**config.mk**
```make
export PLATFORM = sky130hd
export DESIGN_NAME = deadline_timer_queue_top_flat
export DESIGN_NICKNAME = d
export VERILOG_FILES = /design/src/rtl/dtq_pkg.sv /design/src/rtl/dtq_if.sv /design/src/rtl/deadline_timer_queue_top.sv /design/src/rtl/dtq_front.sv /design/src/rtl/dtq_back.sv /design/src/flat_wrapper.sv
export SDC_FILE = /design/constraint.sdc
export NUM_CORES = 2
export LEC_CHECK = 0
export BUFFER_PORTS_ARGS = -buffer_cell sky130_fd_sc_hd__buf_2
export CORE_ASPECT_RATIO = 0.8
export CORE_MARGIN = 2
export CORE_UTILIZATION = 45
export CTS_CLUSTER_DIAMETER = 120
export DETAILED_ROUTE_END_ITERATION = 7
export MAX_ROUTING_LAYER = met4
export PLACE_DENSITY = 0.64
export SLEW_MARGIN = 30
export SYNTH_ARGS = -nofsm -noshare
export SYNTH_HDL_FRONTEND = slang
export SYNTH_SLANG_ARGS = --single-unit
```
**constraint.sdc**
```tcl
create_clock -name clock -period 12.5 [get_ports clock]
set_clock_uncertainty 0.15 [all_clocks]
set_input_delay 0.625 -clock clock [delete_from_list [all_inputs] [get_ports clock]]
set_output_delay 0.625 -clock clock [all_outputs]
set_load 0.02 [all_outputs]
```
**src/rtl/dtq_pkg.sv**
```systemverilog
// ----------------------------------------------------------------------------
// Deadline timer queue package
// Operation and result codes, state encoding and the decoded request type.
// ----------------------------------------------------------------------------
`default_nettype none
package dtq_pkg;

   localparam int TimeWidth = 63;

   typedef enum logic [2:0] {
      OP_ALLOC   = 3'd0,
      OP_RELEASE = 3'd1,
      OP_ARM     = 3'd2,
      OP_DISARM  = 3'd3,
      OP_TICK    = 3'd4,
      OP_QUERY   = 3'd5
   } op_type;

   typedef enum logic [2:0] {
      KIND_OK    = 3'd0,
      KIND_ERROR = 3'd1,
      KIND_FIRED = 3'd2,
      KIND_DELAY = 3'd3,
      KIND_NONE  = 3'd4,
      KIND_QUERY = 3'd5
   } kind_type;

   typedef enum logic [2:0] {
      CLS_ALLOC,
      CLS_RELEASE,
      CLS_ARM,
      CLS_DISARM,
      CLS_TICK,
      CLS_QUERY,
      CLS_BAD
   } cls_type;

   typedef enum logic [3:0] {
      S_IDLE,
      S_READ,
      S_OP,
      S_ALLOC,
      S_TRD,
      S_TEVAL,
      S_TUPD,
      S_TDIFF,
      S_TCLAMP
   } state_type;

   localparam logic CSR_MIN_DELAY = 1'b0;
   localparam logic CSR_MAX_DELAY = 1'b1;

   typedef logic [TimeWidth-1:0] time_type;

   typedef struct packed {
      cls_type    cls;
      logic       range_ok;
      logic [3:0] slot;
      time_type   time_value;
      time_type   reload;
      logic       absolute;
      time_type   now;
   } cmd_type;

   // Saturating 63-bit add
   function automatic time_type sat_add(input time_type a, input time_type b);
      logic [TimeWidth:0] s;
      s = {1'b0, a} + {1'b0, b};
      return s[TimeWidth] ? {TimeWidth{1'b1}} : s[TimeWidth-1:0];
   endfunction

   // a - b, floored at zero
   function automatic time_type sat_sub(input time_type a, input time_type b);
      logic [TimeWidth:0] d;
      d = {1'b0, a} - {1'b0, b};
      return d[TimeWidth] ? '0 : d[TimeWidth-1:0];
   endfunction

endpackage
`default_nettype wire

```
**src/rtl/dtq_if.sv**
```systemverilog
// ----------------------------------------------------------------------------
// Deadline timer queue channels
// Request and response channel interfaces with valid/ready handshake.
// ----------------------------------------------------------------------------
`default_nettype none
interface dtq_req_if;
   logic        valid;
   logic        ready;
   logic [2:0]  operation;
   logic [3:0]  slot;
   logic [62:0] time_value;
   logic [62:0] reload;
   logic        absolute;
   logic [62:0] now;
   modport source (output valid, operation, slot, time_value, reload, absolute, now,
                   input ready);
   modport sink   (input valid, operation, slot, time_value, reload, absolute, now,
                   output ready);
endinterface

interface dtq_rsp_if;
   logic        valid;
   logic        ready;
   logic [2:0]  kind;
   logic [3:0]  result_slot;
   logic [62:0] amount;
   logic [62:0] period;
   logic        last;
   modport source (output valid, kind, result_slot, amount, period, last, input ready);
   modport sink   (input valid, kind, result_slot, amount, period, last, output ready);
endinterface
`default_nettype wire

```
**src/rtl/deadline_timer_queue_top.sv**
```systemverilog
// ----------------------------------------------------------------------------
// Deadline timer queue
// Software timer table with allocate, release, arm, disarm, query and tick.
// ----------------------------------------------------------------------------
// Usage:
//   req_bus carries one request (operation, slot, times); rsp_bus returns one
//   response per request, or for a tick one fired response per expired slot
//   followed by a next-delay or nothing-pending response; last marks the end.
//   csr_* writes min_delay (index 0) and max_delay (index 1); write only idle.
// Sequencing:
//   A two-entry request queue decouples req_bus from the sequencer.
//   Release, arm, disarm, query and bad requests pass through queue pop,
//   table read and execute. Allocate scans one slot a cycle.
//   Tick visits each slot in turn (read, compare, update), then computes the
//   next delay and clamps it; the clamp step is skipped when nothing is pending.
//   The slot table has one read port and one write port.
// Reset:
//   Synchronous; all slots become free and unarmed, the queue empties and the
//   delay limits return to 1000 and 2^32-1. The expiry and interval table is
//   not cleared; it is only read for armed slots.
// Backpressure:
//   The response register holds while rsp_bus.ready is low; the sequencer
//   stalls, and requests keep filling the queue until it is full.
// ----------------------------------------------------------------------------
`default_nettype none
module deadline_timer_queue_top #(
   parameter int NUM_SLOTS = 16
) (
   input  wire        clock,
   input  wire        reset,
   dtq_req_if.sink    req_bus,
   dtq_rsp_if.source  rsp_bus,
   input  wire        csr_write_enable,
   input  wire        csr_index,
   input  wire [31:0] csr_write_data
);
   import dtq_pkg::*;

   logic    q_valid;
   logic    q_pop;
   cmd_type q_head;
   logic [31:0] min_delay_ff, max_delay_ff;

   // hold the delay limits
   always_ff @(posedge clock) begin
      if (reset) begin
         min_delay_ff <= 32'd1000;
         max_delay_ff <= 32'hFFFF_FFFF;
      end else if (csr_write_enable) begin
         if (csr_index == CSR_MIN_DELAY) min_delay_ff <= csr_write_data;
         if (csr_index == CSR_MAX_DELAY) max_delay_ff <= csr_write_data;
      end
   end

   // decode and queue requests
   dtq_front #(.NUM_SLOTS(NUM_SLOTS)) u_front (
      .clock   (clock),
      .reset   (reset),
      .req_bus (req_bus),
      .q_valid (q_valid),
      .q_pop   (q_pop),
      .q_head  (q_head)
   );

   // execute requests against the slot table
   dtq_back #(.NUM_SLOTS(NUM_SLOTS)) u_back (
      .clock     (clock),
      .reset     (reset),
      .q_valid   (q_valid),
      .q_pop     (q_pop),
      .q_head    (q_head),
      .min_delay (min_delay_ff),
      .max_delay (max_delay_ff),
      .rsp_bus   (rsp_bus)
   );

endmodule
`default_nettype wire

```
**src/rtl/dtq_front.sv**
```systemverilog
// ----------------------------------------------------------------------------
// Deadline timer queue front end
// Decode requests and hold them in a two-entry queue for the back end.
// ----------------------------------------------------------------------------
`default_nettype none
module dtq_front #(
   parameter int NUM_SLOTS = 16
) (
   input  wire              clock,
   input  wire              reset,
   dtq_req_if.sink          req_bus,
   output logic             q_valid,
   input  wire              q_pop,
   output dtq_pkg::cmd_type q_head
);
   import dtq_pkg::*;

   cmd_type    ent_ff [2];
   logic       wr_ptr_ff, wr_ptr_in;
   logic       rd_ptr_ff, rd_ptr_in;
   logic [1:0] count_ff, count_in;
   cmd_type    dec;
   logic       push;

   assign req_bus.ready = (count_ff != 2'd2);
   assign push    = req_bus.valid && req_bus.ready;
   assign q_valid = (count_ff != 2'd0);
   assign q_head  = ent_ff[rd_ptr_ff];

   always_comb begin
      dec.slot       = req_bus.slot;
      dec.range_ok   = ({28'd0, req_bus.slot} < 32'(NUM_SLOTS));
      dec.time_value = req_bus.time_value;
      dec.reload     = req_bus.reload;
      dec.absolute   = req_bus.absolute;
      dec.now        = req_bus.now;
      case (req_bus.operation)
         OP_ALLOC:   dec.cls = CLS_ALLOC;
         OP_RELEASE: dec.cls = CLS_RELEASE;
         OP_ARM:     dec.cls = CLS_ARM;
         OP_DISARM:  dec.cls = CLS_DISARM;
         OP_TICK:    dec.cls = CLS_TICK;
         OP_QUERY:   dec.cls = CLS_QUERY;
         default:    dec.cls = CLS_BAD;
      endcase
   end

   always_comb begin
      wr_ptr_in = wr_ptr_ff ^ push;
      rd_ptr_in = rd_ptr_ff ^ (q_pop && q_valid);
      count_in  = count_ff + {1'b0, push} - {1'b0, q_pop && q_valid};
   end

   always_ff @(posedge clock) begin
      if (reset) begin
         wr_ptr_ff <= 1'b0;
         rd_ptr_ff <= 1'b0;
         count_ff  <= 2'd0;
      end else begin
         wr_ptr_ff <= wr_ptr_in;
         rd_ptr_ff <= rd_ptr_in;
         count_ff  <= count_in;
      end
   end

   always_ff @(posedge clock) begin
      if (push) begin
         ent_ff[wr_ptr_ff] <= dec;
      end
   end

endmodule
`default_nettype wire

```
**src/rtl/dtq_back.sv**
```systemverilog
// ----------------------------------------------------------------------------
// Deadline timer queue back end
// Sequence each request over the slot table and drive the response register.
// ----------------------------------------------------------------------------
`default_nettype none
module dtq_back #(
   parameter int NUM_SLOTS = 16
) (
   input  wire              clock,
   input  wire              reset,
   input  wire              q_valid,
   output logic             q_pop,
   input  dtq_pkg::cmd_type q_head,
   input  wire [31:0]       min_delay,
   input  wire [31:0]       max_delay,
   dtq_rsp_if.source        rsp_bus
);
   import dtq_pkg::*;

   localparam int SW = (NUM_SLOTS > 2) ? $clog2(NUM_SLOTS) : 1;
   localparam int XW = (SW > 4) ? SW : 4;

   state_type state_ff, state_in;
   cmd_type   cmd_ff, cmd_in;
   logic [SW-1:0] idx_ff, idx_in;
   logic [NUM_SLOTS-1:0] inuse_ff, inuse_in, armed_ff, armed_in;
   time_type  best_ff, best_in, nexp_ff, nexp_in, d_ff, d_in;
   logic      any_ff, any_in, fire_ff, fire_in, per_ff, per_in;

   time_type  exp_mem [NUM_SLOTS];
   time_type  int_mem [NUM_SLOTS];
   time_type  rexp_ff, rint_ff;
   logic [SW-1:0] raddr, waddr;
   logic      we;
   time_type  wexp, wint;

   logic      rv_ff, rv_in, rlast_ff, rlast_in;
   kind_type  rkind_ff, rkind_in;
   logic [3:0] rslot_ff, rslot_in;
   time_type  ramt_ff, ramt_in, rper_ff, rper_in;

   logic [XW-1:0] cs_ext, ci_ext;
   logic [SW-1:0] sidx;
   logic      out_free, ok_slot, last_idx, emit, cand_ok;
   time_type  cand;

   assign cs_ext   = XW'(cmd_ff.slot);
   assign sidx     = cs_ext[SW-1:0];
   assign ci_ext   = XW'(idx_ff);
   assign ok_slot  = cmd_ff.range_ok && inuse_ff[sidx];
   assign out_free = !rv_ff || rsp_bus.ready;
   assign last_idx = (idx_ff == SW'(NUM_SLOTS - 1));

   assign rsp_bus.valid       = rv_ff;
   assign rsp_bus.kind        = rkind_ff;
   assign rsp_bus.result_slot = rslot_ff;
   assign rsp_bus.amount      = ramt_ff;
   assign rsp_bus.period      = rper_ff;
   assign rsp_bus.last        = rlast_ff;

   // next state
   always_comb begin
      state_in = state_ff;
      case (state_ff)
         S_IDLE: begin
            if (q_valid) begin
               case (q_head.cls)
                  CLS_ALLOC: state_in = S_ALLOC;
                  CLS_TICK:  state_in = S_TRD;
                  default:   state_in = S_READ;
               endcase
            end
         end
         S_READ:  state_in = S_OP;
         S_OP:    if (out_free) state_in = S_IDLE;
         S_ALLOC: begin
            if (!inuse_ff[idx_ff] || last_idx) begin
               if (out_free) state_in = S_IDLE;
            end
         end
         S_TRD:   state_in = S_TEVAL;
         S_TEVAL: state_in = S_TUPD;
         S_TUPD: begin
            if (!fire_ff || out_free) state_in = last_idx ? S_TDIFF : S_TRD;
         end
         S_TDIFF: begin
            if (any_ff) state_in = S_TCLAMP;
            else if (out_free) state_in = S_IDLE;
         end
         S_TCLAMP: if (out_free) state_in = S_IDLE;
         default: state_in = S_IDLE;
      endcase
   end

   // datapath and outputs
   always_comb begin
      cmd_in   = cmd_ff;
      idx_in   = idx_ff;
      inuse_in = inuse_ff;
      armed_in = armed_ff;
      best_in  = best_ff;
      any_in   = any_ff;
      nexp_in  = nexp_ff;
      fire_in  = fire_ff;
      per_in   = per_ff;
      d_in     = d_ff;
      q_pop    = 1'b0;
      // keep the addressed slot on the read port while execute waits
      raddr    = (state_ff == S_READ || state_ff == S_OP) ? sidx : idx_ff;
      we       = 1'b0;
      waddr    = idx_ff;
      wexp     = nexp_ff;
      wint     = rint_ff;
      emit     = 1'b0;
      rkind_in = KIND_OK;
      rslot_in = 4'd0;
      ramt_in  = '0;
      rper_in  = '0;
      rlast_in = 1'b1;
      cand     = rexp_ff;
      cand_ok  = 1'b0;
      case (state_ff)
         S_IDLE: begin
            if (q_valid) begin
               q_pop  = 1'b1;
               cmd_in = q_head;
               idx_in = '0;
               any_in = 1'b0;
            end
         end
         S_OP: begin
            if (out_free) begin
               emit     = 1'b1;
               rslot_in = cmd_ff.slot;
               if (cmd_ff.cls == CLS_BAD || !ok_slot) begin
                  rkind_in = KIND_ERROR;
                  rslot_in = 4'd0;
               end else begin
                  case (cmd_ff.cls)
                     CLS_RELEASE: begin
                        inuse_in[sidx] = 1'b0;
                        armed_in[sidx] = 1'b0;
                     end
                     CLS_DISARM: armed_in[sidx] = 1'b0;
                     CLS_QUERY: begin
                        rkind_in = KIND_QUERY;
                        if (armed_ff[sidx]) begin
                           ramt_in = sat_sub(rexp_ff, cmd_ff.now);
                           rper_in = rint_ff;
                        end
                     end
                     CLS_ARM: begin
                        if (armed_ff[sidx]) begin
                           ramt_in = sat_sub(rexp_ff, cmd_ff.now);
                           rper_in = rint_ff;
                        end
                        armed_in[sidx] = (cmd_ff.time_value != '0);
                        we    = (cmd_ff.time_value != '0);
                        waddr = sidx;
                        wexp  = cmd_ff.absolute ? cmd_ff.time_value
                                                : sat_add(cmd_ff.time_value, cmd_ff.now);
                        wint  = cmd_ff.reload;
                     end
                     default: rkind_in = KIND_ERROR;
                  endcase
               end
            end
         end
         S_ALLOC: begin
            if (!inuse_ff[idx_ff]) begin
               if (out_free) begin
                  emit             = 1'b1;
                  rslot_in         = ci_ext[3:0];
                  inuse_in[idx_ff] = 1'b1;
                  armed_in[idx_ff] = 1'b0;
               end
            end else if (last_idx) begin
               if (out_free) begin
                  emit     = 1'b1;
                  rkind_in = KIND_ERROR;
               end
            end else begin
               idx_in = idx_ff + 1'b1;
            end
         end
         S_TEVAL: begin
            fire_in = armed_ff[idx_ff] && (rexp_ff <= cmd_ff.now);
            nexp_in = sat_add(cmd_ff.now, rint_ff);
            per_in  = (rint_ff != '0);
         end
         S_TUPD: begin
            if (!fire_ff || out_free) begin
               if (fire_ff) begin
                  emit     = 1'b1;
                  rkind_in = KIND_FIRED;
                  rslot_in = ci_ext[3:0];
                  rlast_in = 1'b0;
                  if (per_ff) begin
                     we      = 1'b1;
                     cand    = nexp_ff;
                     cand_ok = 1'b1;
                  end else begin
                     armed_in[idx_ff] = 1'b0;
                  end
               end else begin
                  cand_ok = armed_ff[idx_ff];
               end
               if (cand_ok && (!any_ff || cand < best_ff)) begin
                  best_in = cand;
                  any_in  = 1'b1;
               end
               if (!last_idx) idx_in = idx_ff + 1'b1;
            end
         end
         S_TDIFF: begin
            d_in = sat_sub(best_ff, cmd_ff.now);
            if (!any_ff && out_free) begin
               emit     = 1'b1;
               rkind_in = KIND_NONE;
            end
         end
         S_TCLAMP: begin
            if (out_free) begin
               emit     = 1'b1;
               rkind_in = KIND_DELAY;
               if (d_ff < {31'd0, min_delay}) ramt_in = {31'd0, min_delay};
               else if (d_ff > {31'd0, max_delay}) ramt_in = {31'd0, max_delay};
               else ramt_in = d_ff;
            end
         end
         default: ;
      endcase
      rv_in = emit || (rv_ff && !rsp_bus.ready);
   end

   always_ff @(posedge clock) begin
      if (reset) begin
         state_ff <= S_IDLE;
         inuse_ff <= '0;
         armed_ff <= '0;
         rv_ff    <= 1'b0;
      end else begin
         state_ff <= state_in;
         inuse_ff <= inuse_in;
         armed_ff <= armed_in;
         rv_ff    <= rv_in;
      end
   end

   always_ff @(posedge clock) begin
      cmd_ff  <= cmd_in;
      idx_ff  <= idx_in;
      best_ff <= best_in;
      any_ff  <= any_in;
      nexp_ff <= nexp_in;
      fire_ff <= fire_in;
      per_ff  <= per_in;
      d_ff    <= d_in;
      if (emit) begin
         rkind_ff <= rkind_in;
         rslot_ff <= rslot_in;
         ramt_ff  <= ramt_in;
         rper_ff  <= rper_in;
         rlast_ff <= rlast_in;
      end
   end

   // slot table memory
   always_ff @(posedge clock) begin
      if (we) begin
         exp_mem[waddr] <= wexp;
         int_mem[waddr] <= wint;
      end
      rexp_ff <= exp_mem[raddr];
      rint_ff <= int_mem[raddr];
   end

endmodule
`default_nettype wire

```
**src/flat_wrapper.sv**
```systemverilog
// flat-port wrapper written by rule: the top's interface ports become plain ports
module deadline_timer_queue_top_flat import dtq_pkg::*;
#(
   parameter int NUM_SLOTS = 16
)
  (clock, reset, csr_write_enable, csr_index, csr_write_data, req_bus_valid, req_bus_operation, req_bus_slot, req_bus_time_value, req_bus_reload, req_bus_absolute, req_bus_now, req_bus_ready, rsp_bus_valid, rsp_bus_kind, rsp_bus_result_slot, rsp_bus_amount, rsp_bus_period, rsp_bus_last, rsp_bus_ready);
  dtq_req_if req_bus_i ();
  dtq_rsp_if rsp_bus_i ();
  input  wire clock;
  input  wire reset;
  input  wire csr_write_enable;
  input  wire csr_index;
  input  wire [31:0] csr_write_data;
  input wire logic [$bits(req_bus_i.valid)-1:0] req_bus_valid;
  input wire logic [$bits(req_bus_i.operation)-1:0] req_bus_operation;
  input wire logic [$bits(req_bus_i.slot)-1:0] req_bus_slot;
  input wire logic [$bits(req_bus_i.time_value)-1:0] req_bus_time_value;
  input wire logic [$bits(req_bus_i.reload)-1:0] req_bus_reload;
  input wire logic [$bits(req_bus_i.absolute)-1:0] req_bus_absolute;
  input wire logic [$bits(req_bus_i.now)-1:0] req_bus_now;
  output wire logic [$bits(req_bus_i.ready)-1:0] req_bus_ready;
  output wire logic [$bits(rsp_bus_i.valid)-1:0] rsp_bus_valid;
  output wire logic [$bits(rsp_bus_i.kind)-1:0] rsp_bus_kind;
  output wire logic [$bits(rsp_bus_i.result_slot)-1:0] rsp_bus_result_slot;
  output wire logic [$bits(rsp_bus_i.amount)-1:0] rsp_bus_amount;
  output wire logic [$bits(rsp_bus_i.period)-1:0] rsp_bus_period;
  output wire logic [$bits(rsp_bus_i.last)-1:0] rsp_bus_last;
  input wire logic [$bits(rsp_bus_i.ready)-1:0] rsp_bus_ready;
  assign req_bus_i.valid = req_bus_valid;
  assign req_bus_i.operation = req_bus_operation;
  assign req_bus_i.slot = req_bus_slot;
  assign req_bus_i.time_value = req_bus_time_value;
  assign req_bus_i.reload = req_bus_reload;
  assign req_bus_i.absolute = req_bus_absolute;
  assign req_bus_i.now = req_bus_now;
  assign req_bus_ready = req_bus_i.ready;
  assign rsp_bus_valid = rsp_bus_i.valid;
  assign rsp_bus_kind = rsp_bus_i.kind;
  assign rsp_bus_result_slot = rsp_bus_i.result_slot;
  assign rsp_bus_amount = rsp_bus_i.amount;
  assign rsp_bus_period = rsp_bus_i.period;
  assign rsp_bus_last = rsp_bus_i.last;
  assign rsp_bus_i.ready = rsp_bus_ready;
  deadline_timer_queue_top #(.NUM_SLOTS(NUM_SLOTS)) u_core (.clock(clock), .reset(reset), .req_bus(req_bus_i), .rsp_bus(rsp_bus_i), .csr_write_enable(csr_write_enable), .csr_index(csr_index), .csr_write_data(csr_write_data));
endmodule
```
==> qor.csv <==
metric,value,unit
CTS tree,built,
Worst setup EP type,flop,
Via density,5.959,
Die Area,0.3093,sq mm
"EDFF count, synth",2937,
"most used cell, CP",mux4_2,
Power Dens Cells,259.3,mW/mm^2
IO Count,371,
critical path class,reg -> reg,
cts repair resizes,0,
final setup violation count,0,
Synth cell types,88,
share of the synthesized area in the top cell type,64.30,%
Fill cells,24640,
Logic pwr share,41.3,%
Overflow after GRT,0,
min Tclk post-route,6.397,ns
Layout area overhead,14.75,%
r2r endpoint,u_core.u_back.exp_mem[7][35]$_DFFE_PP_,
Async SR Flop Fraction,0,%
Avg Inst Size Synth,15.43,sq um
reg2reg setup slack,6.10,ns
clock sinks,3168,
"critical path fanouts, max",51,
VDD IR max,0.2866,mV
Syn Inst Count,8892,
vias in the first global route,81330,
TNS Setup,0,ns
dpl hpwl,262900,um
Synth area leader,edfxtp_1,
FMAX,156.3,MHz
Die H,497.8,um
Worst Reg2Reg Path Length in Cells,9,
clock-pin slew on the worst setup and hold paths,0.05,ns
main area contributors after synthesis,"edfxtp_1, mux4_2, ha_1",
CP Launch Point,u_core.u_back.cs_ext[1]$_DFFE_PP_,
post-CTS setup buffer count,0,
Num CTS Buffers,323,
core area,0.3037,sq mm
gpl congestion,0.9824,
hold path depth,3,
root buffer cell,clkbuf_16,
Clock Latency Late Sink,0.90,ns
sw power,15.64,mW
Worst-Margin Slew,1.007,ns
final wirelength,399900,um
maxcap violations,0,
Post-synth top cells,"edfxtp_1, nand2_1, mux4_2, a21oi_1, ha_1",
worst path bufs/invs,2,
"CP delay by family, top",simple AND/OR/NAND/NOR gates,
DRC Markers,0,
Avg WL per Cell,28.80,um
port buffer count,370,
share of layout cells above drive strength 1,20.02,%
Starting Density,45.16,%
GRT Total Usage,26.13,%
DRT antenna net count,0,
Rel. slew slack,32.14,%
Startpoint Class,flop,
YS warnings,0,
crit share post-route,51.17,%
Final Max Slew Viols,0,
Synth Net Count,9516,
drt initial violations,9631,
Nets,10210,
register area share after synthesis,67.67,%
switch share,38.33,%
critical path's largest stage delay,0.90,ns
Critical-path top delay cell,edfxtp_1,
drt pass-1 iters,5,
Final Hold Viols,0,
"flops & latches, synth",3168,
H-tree depth,5,
initial antenna violation count,37,
Worst EP arrival,6.73,ns
CP required,12.83,ns
launching point of the worst reg2reg path,u_core.u_back.cs_ext[1]$_DFFE_PP_,
clock buffer depth,4,
RSZ-0062 raised after global routing,false,
largest net degree at the start of global routing,167,
CTS Hold Bufs,229,
leakage,54.62,nW
first-pass GRT wire length,574900,um
chip width,621.3,um
std cell rows,181,
outcome,"finished, final reports clean",
HP Class,in -> reg,
Layout Cells excl Fill,13890,
Post-Syn Area,0.1372,sq mm
via count,82750,
clock share of power,22.9,%
Sequential Power Share,35.8,%
WHS Endpoint,u_core.u_back.rsp_bus.valid$_SDFF_PP0_,
crit-path cells,mux4_2 > mux4_2 > o21a_1 > and3_1 > nand2_4 > o21ai_0 > and3_4 > buf_6 > buf_4,
"Top FF cell, synth",edfxtp_1,
Worst Hold Launch,rsp_bus_ready,
most common cell in the synthesized netlist,edfxtp_1,
Pint,25.17,mW
Placed Instances,13040,
## flip-flops by register name, indices dropped and copies added, names as in the netlist, 193 cells and up
signal                 flops
u_core.u_back.exp_mem   1008
u_core.u_back.int_mem   1008
u_core.u_back.cmd_ff     193
u_core.u_front.ent_ff    394
## metal layers
| layer | global-route usage [%] | vias up | part of all wire, % |
|---|---|---|---|
| li1 | - | 36040 | - |
| met1 | 38.27 | 42750 | 45 |
| met2 | 38.59 | 3444 | 45 |
| met3 | 3.571 | 510 | 8.1 |
| met4 | 6.814 | 0 | 2.7 |
| met5 | - | - | 0 |
## cell usage in the layout (no fill, tap or decap), types with 39 or more instances in the layout
cell,count
edfxtp_1,2937
clkbuf_1,94
xor2_1,105
and2_1,212
ha_1,383
dfxtp_1,230
buf_4,166
nor2_1,282
nand4_1,107
clkinv_2,50
nand2b_1,52
nor3_1,58
a31oi_1,178
a21o_1,180
nand3_1,137
nor4_1,50
buf_2,371
o21ai_0,263
mux2_2,293
inv_1,265
mux4_2,523
a21oi_1,395
clkbuf_16,326
nand2_1,893
clkinv_1,47
xnor2_1,121
a211oi_1,155
nor2b_1,39
dlygate4sd3_1,229
o21bai_1,45
o22ai_1,95
## power groups by stage
stage	sequential, mW	combinational, mW	clock, mW
2_1_floorplan	14.3	11.4	0
3_5_place_dp	14.8	16.6	0
6_report	14.6	16.8	9.37
3_3_place_gp	14.8	16.5	0
4_1_cts	14.6	16.7	9.52
5_1_grt	14.6	18.2	9.92
## worst max path at each step
stage / depth (start not counted) / slack, ns / endpoint
after global routing: 9 / 5.88 / u_core.u_back.exp_mem[7][35]$_DFFE_PP_
after detailed placement: 9 / 5.97 / u_core.u_back.exp_mem[7][42]$_DFFE_PP_
final: 9 / 6.10 / u_core.u_back.exp_mem[7][35]$_DFFE_PP_
after floorplan: 10 / 1.02 / u_core.u_front.count_ff[1]$_SDFF_PP0_
after global placement: 10 / 5.62 / u_core.u_back.int_mem[10][57]$_DFFE_PP_
after CTS: 9 / 6.00 / u_core.u_back.int_mem[7][18]$_DFFE_PP_
## final cells by class
cell class              instances  area, sq um  area share (%)
clock inverters               148         1334          0.8474
diodes                         17        42.54         0.02703
well taps                    4026         5037           3.200
inverters                     268         1007          0.6399
flip-flops and latches       3168        92820           58.97
multi-input cells            5003        41940           26.65
repair buffers                817         6425           4.082
clock buffers                 440         8786           5.582
## metrics by stage
stage                     cell area [sq um]  setup WS (ns)  utilization, %  total power [mW]  hold slack (ns)
after floorplan                      137200          1.022               -             25.67           0.2963
after global placement               144200          5.623           47.47             31.32           0.3106
after detailed placement             144700          5.972           47.63             31.41           0.3177
after CTS                            157100          5.997           51.72             40.85          0.04719
after global routing                 157400          5.884           51.82             42.71           0.1416
final                                157400          6.103           51.83             40.82           0.1106
## kinds of logic after synthesis
group | count (synthesis) | synth area share [%]
adders and majority gates | 389 | 3.570
buffers and inverters | 721 | 2.090
DFF | 3168 | 67.67
muxes | 855 | 11.28
xor gates and xnor gates | 226 | 1.443
AOI/OAI and AO/OA | 1573 | 7.279
and+or+nand+nor | 1960 | 6.667
## worst min-delay path, delay by kind of cell
kind | cells | cell delay, ns
AO/OA/AOI/OAI | 1 | 0.09
AND/OR/NAND/NOR | 1 | 0.23
buffers and inverters | 1 | 0.08
Note: power is estimated with default switching activity, not from simulation.
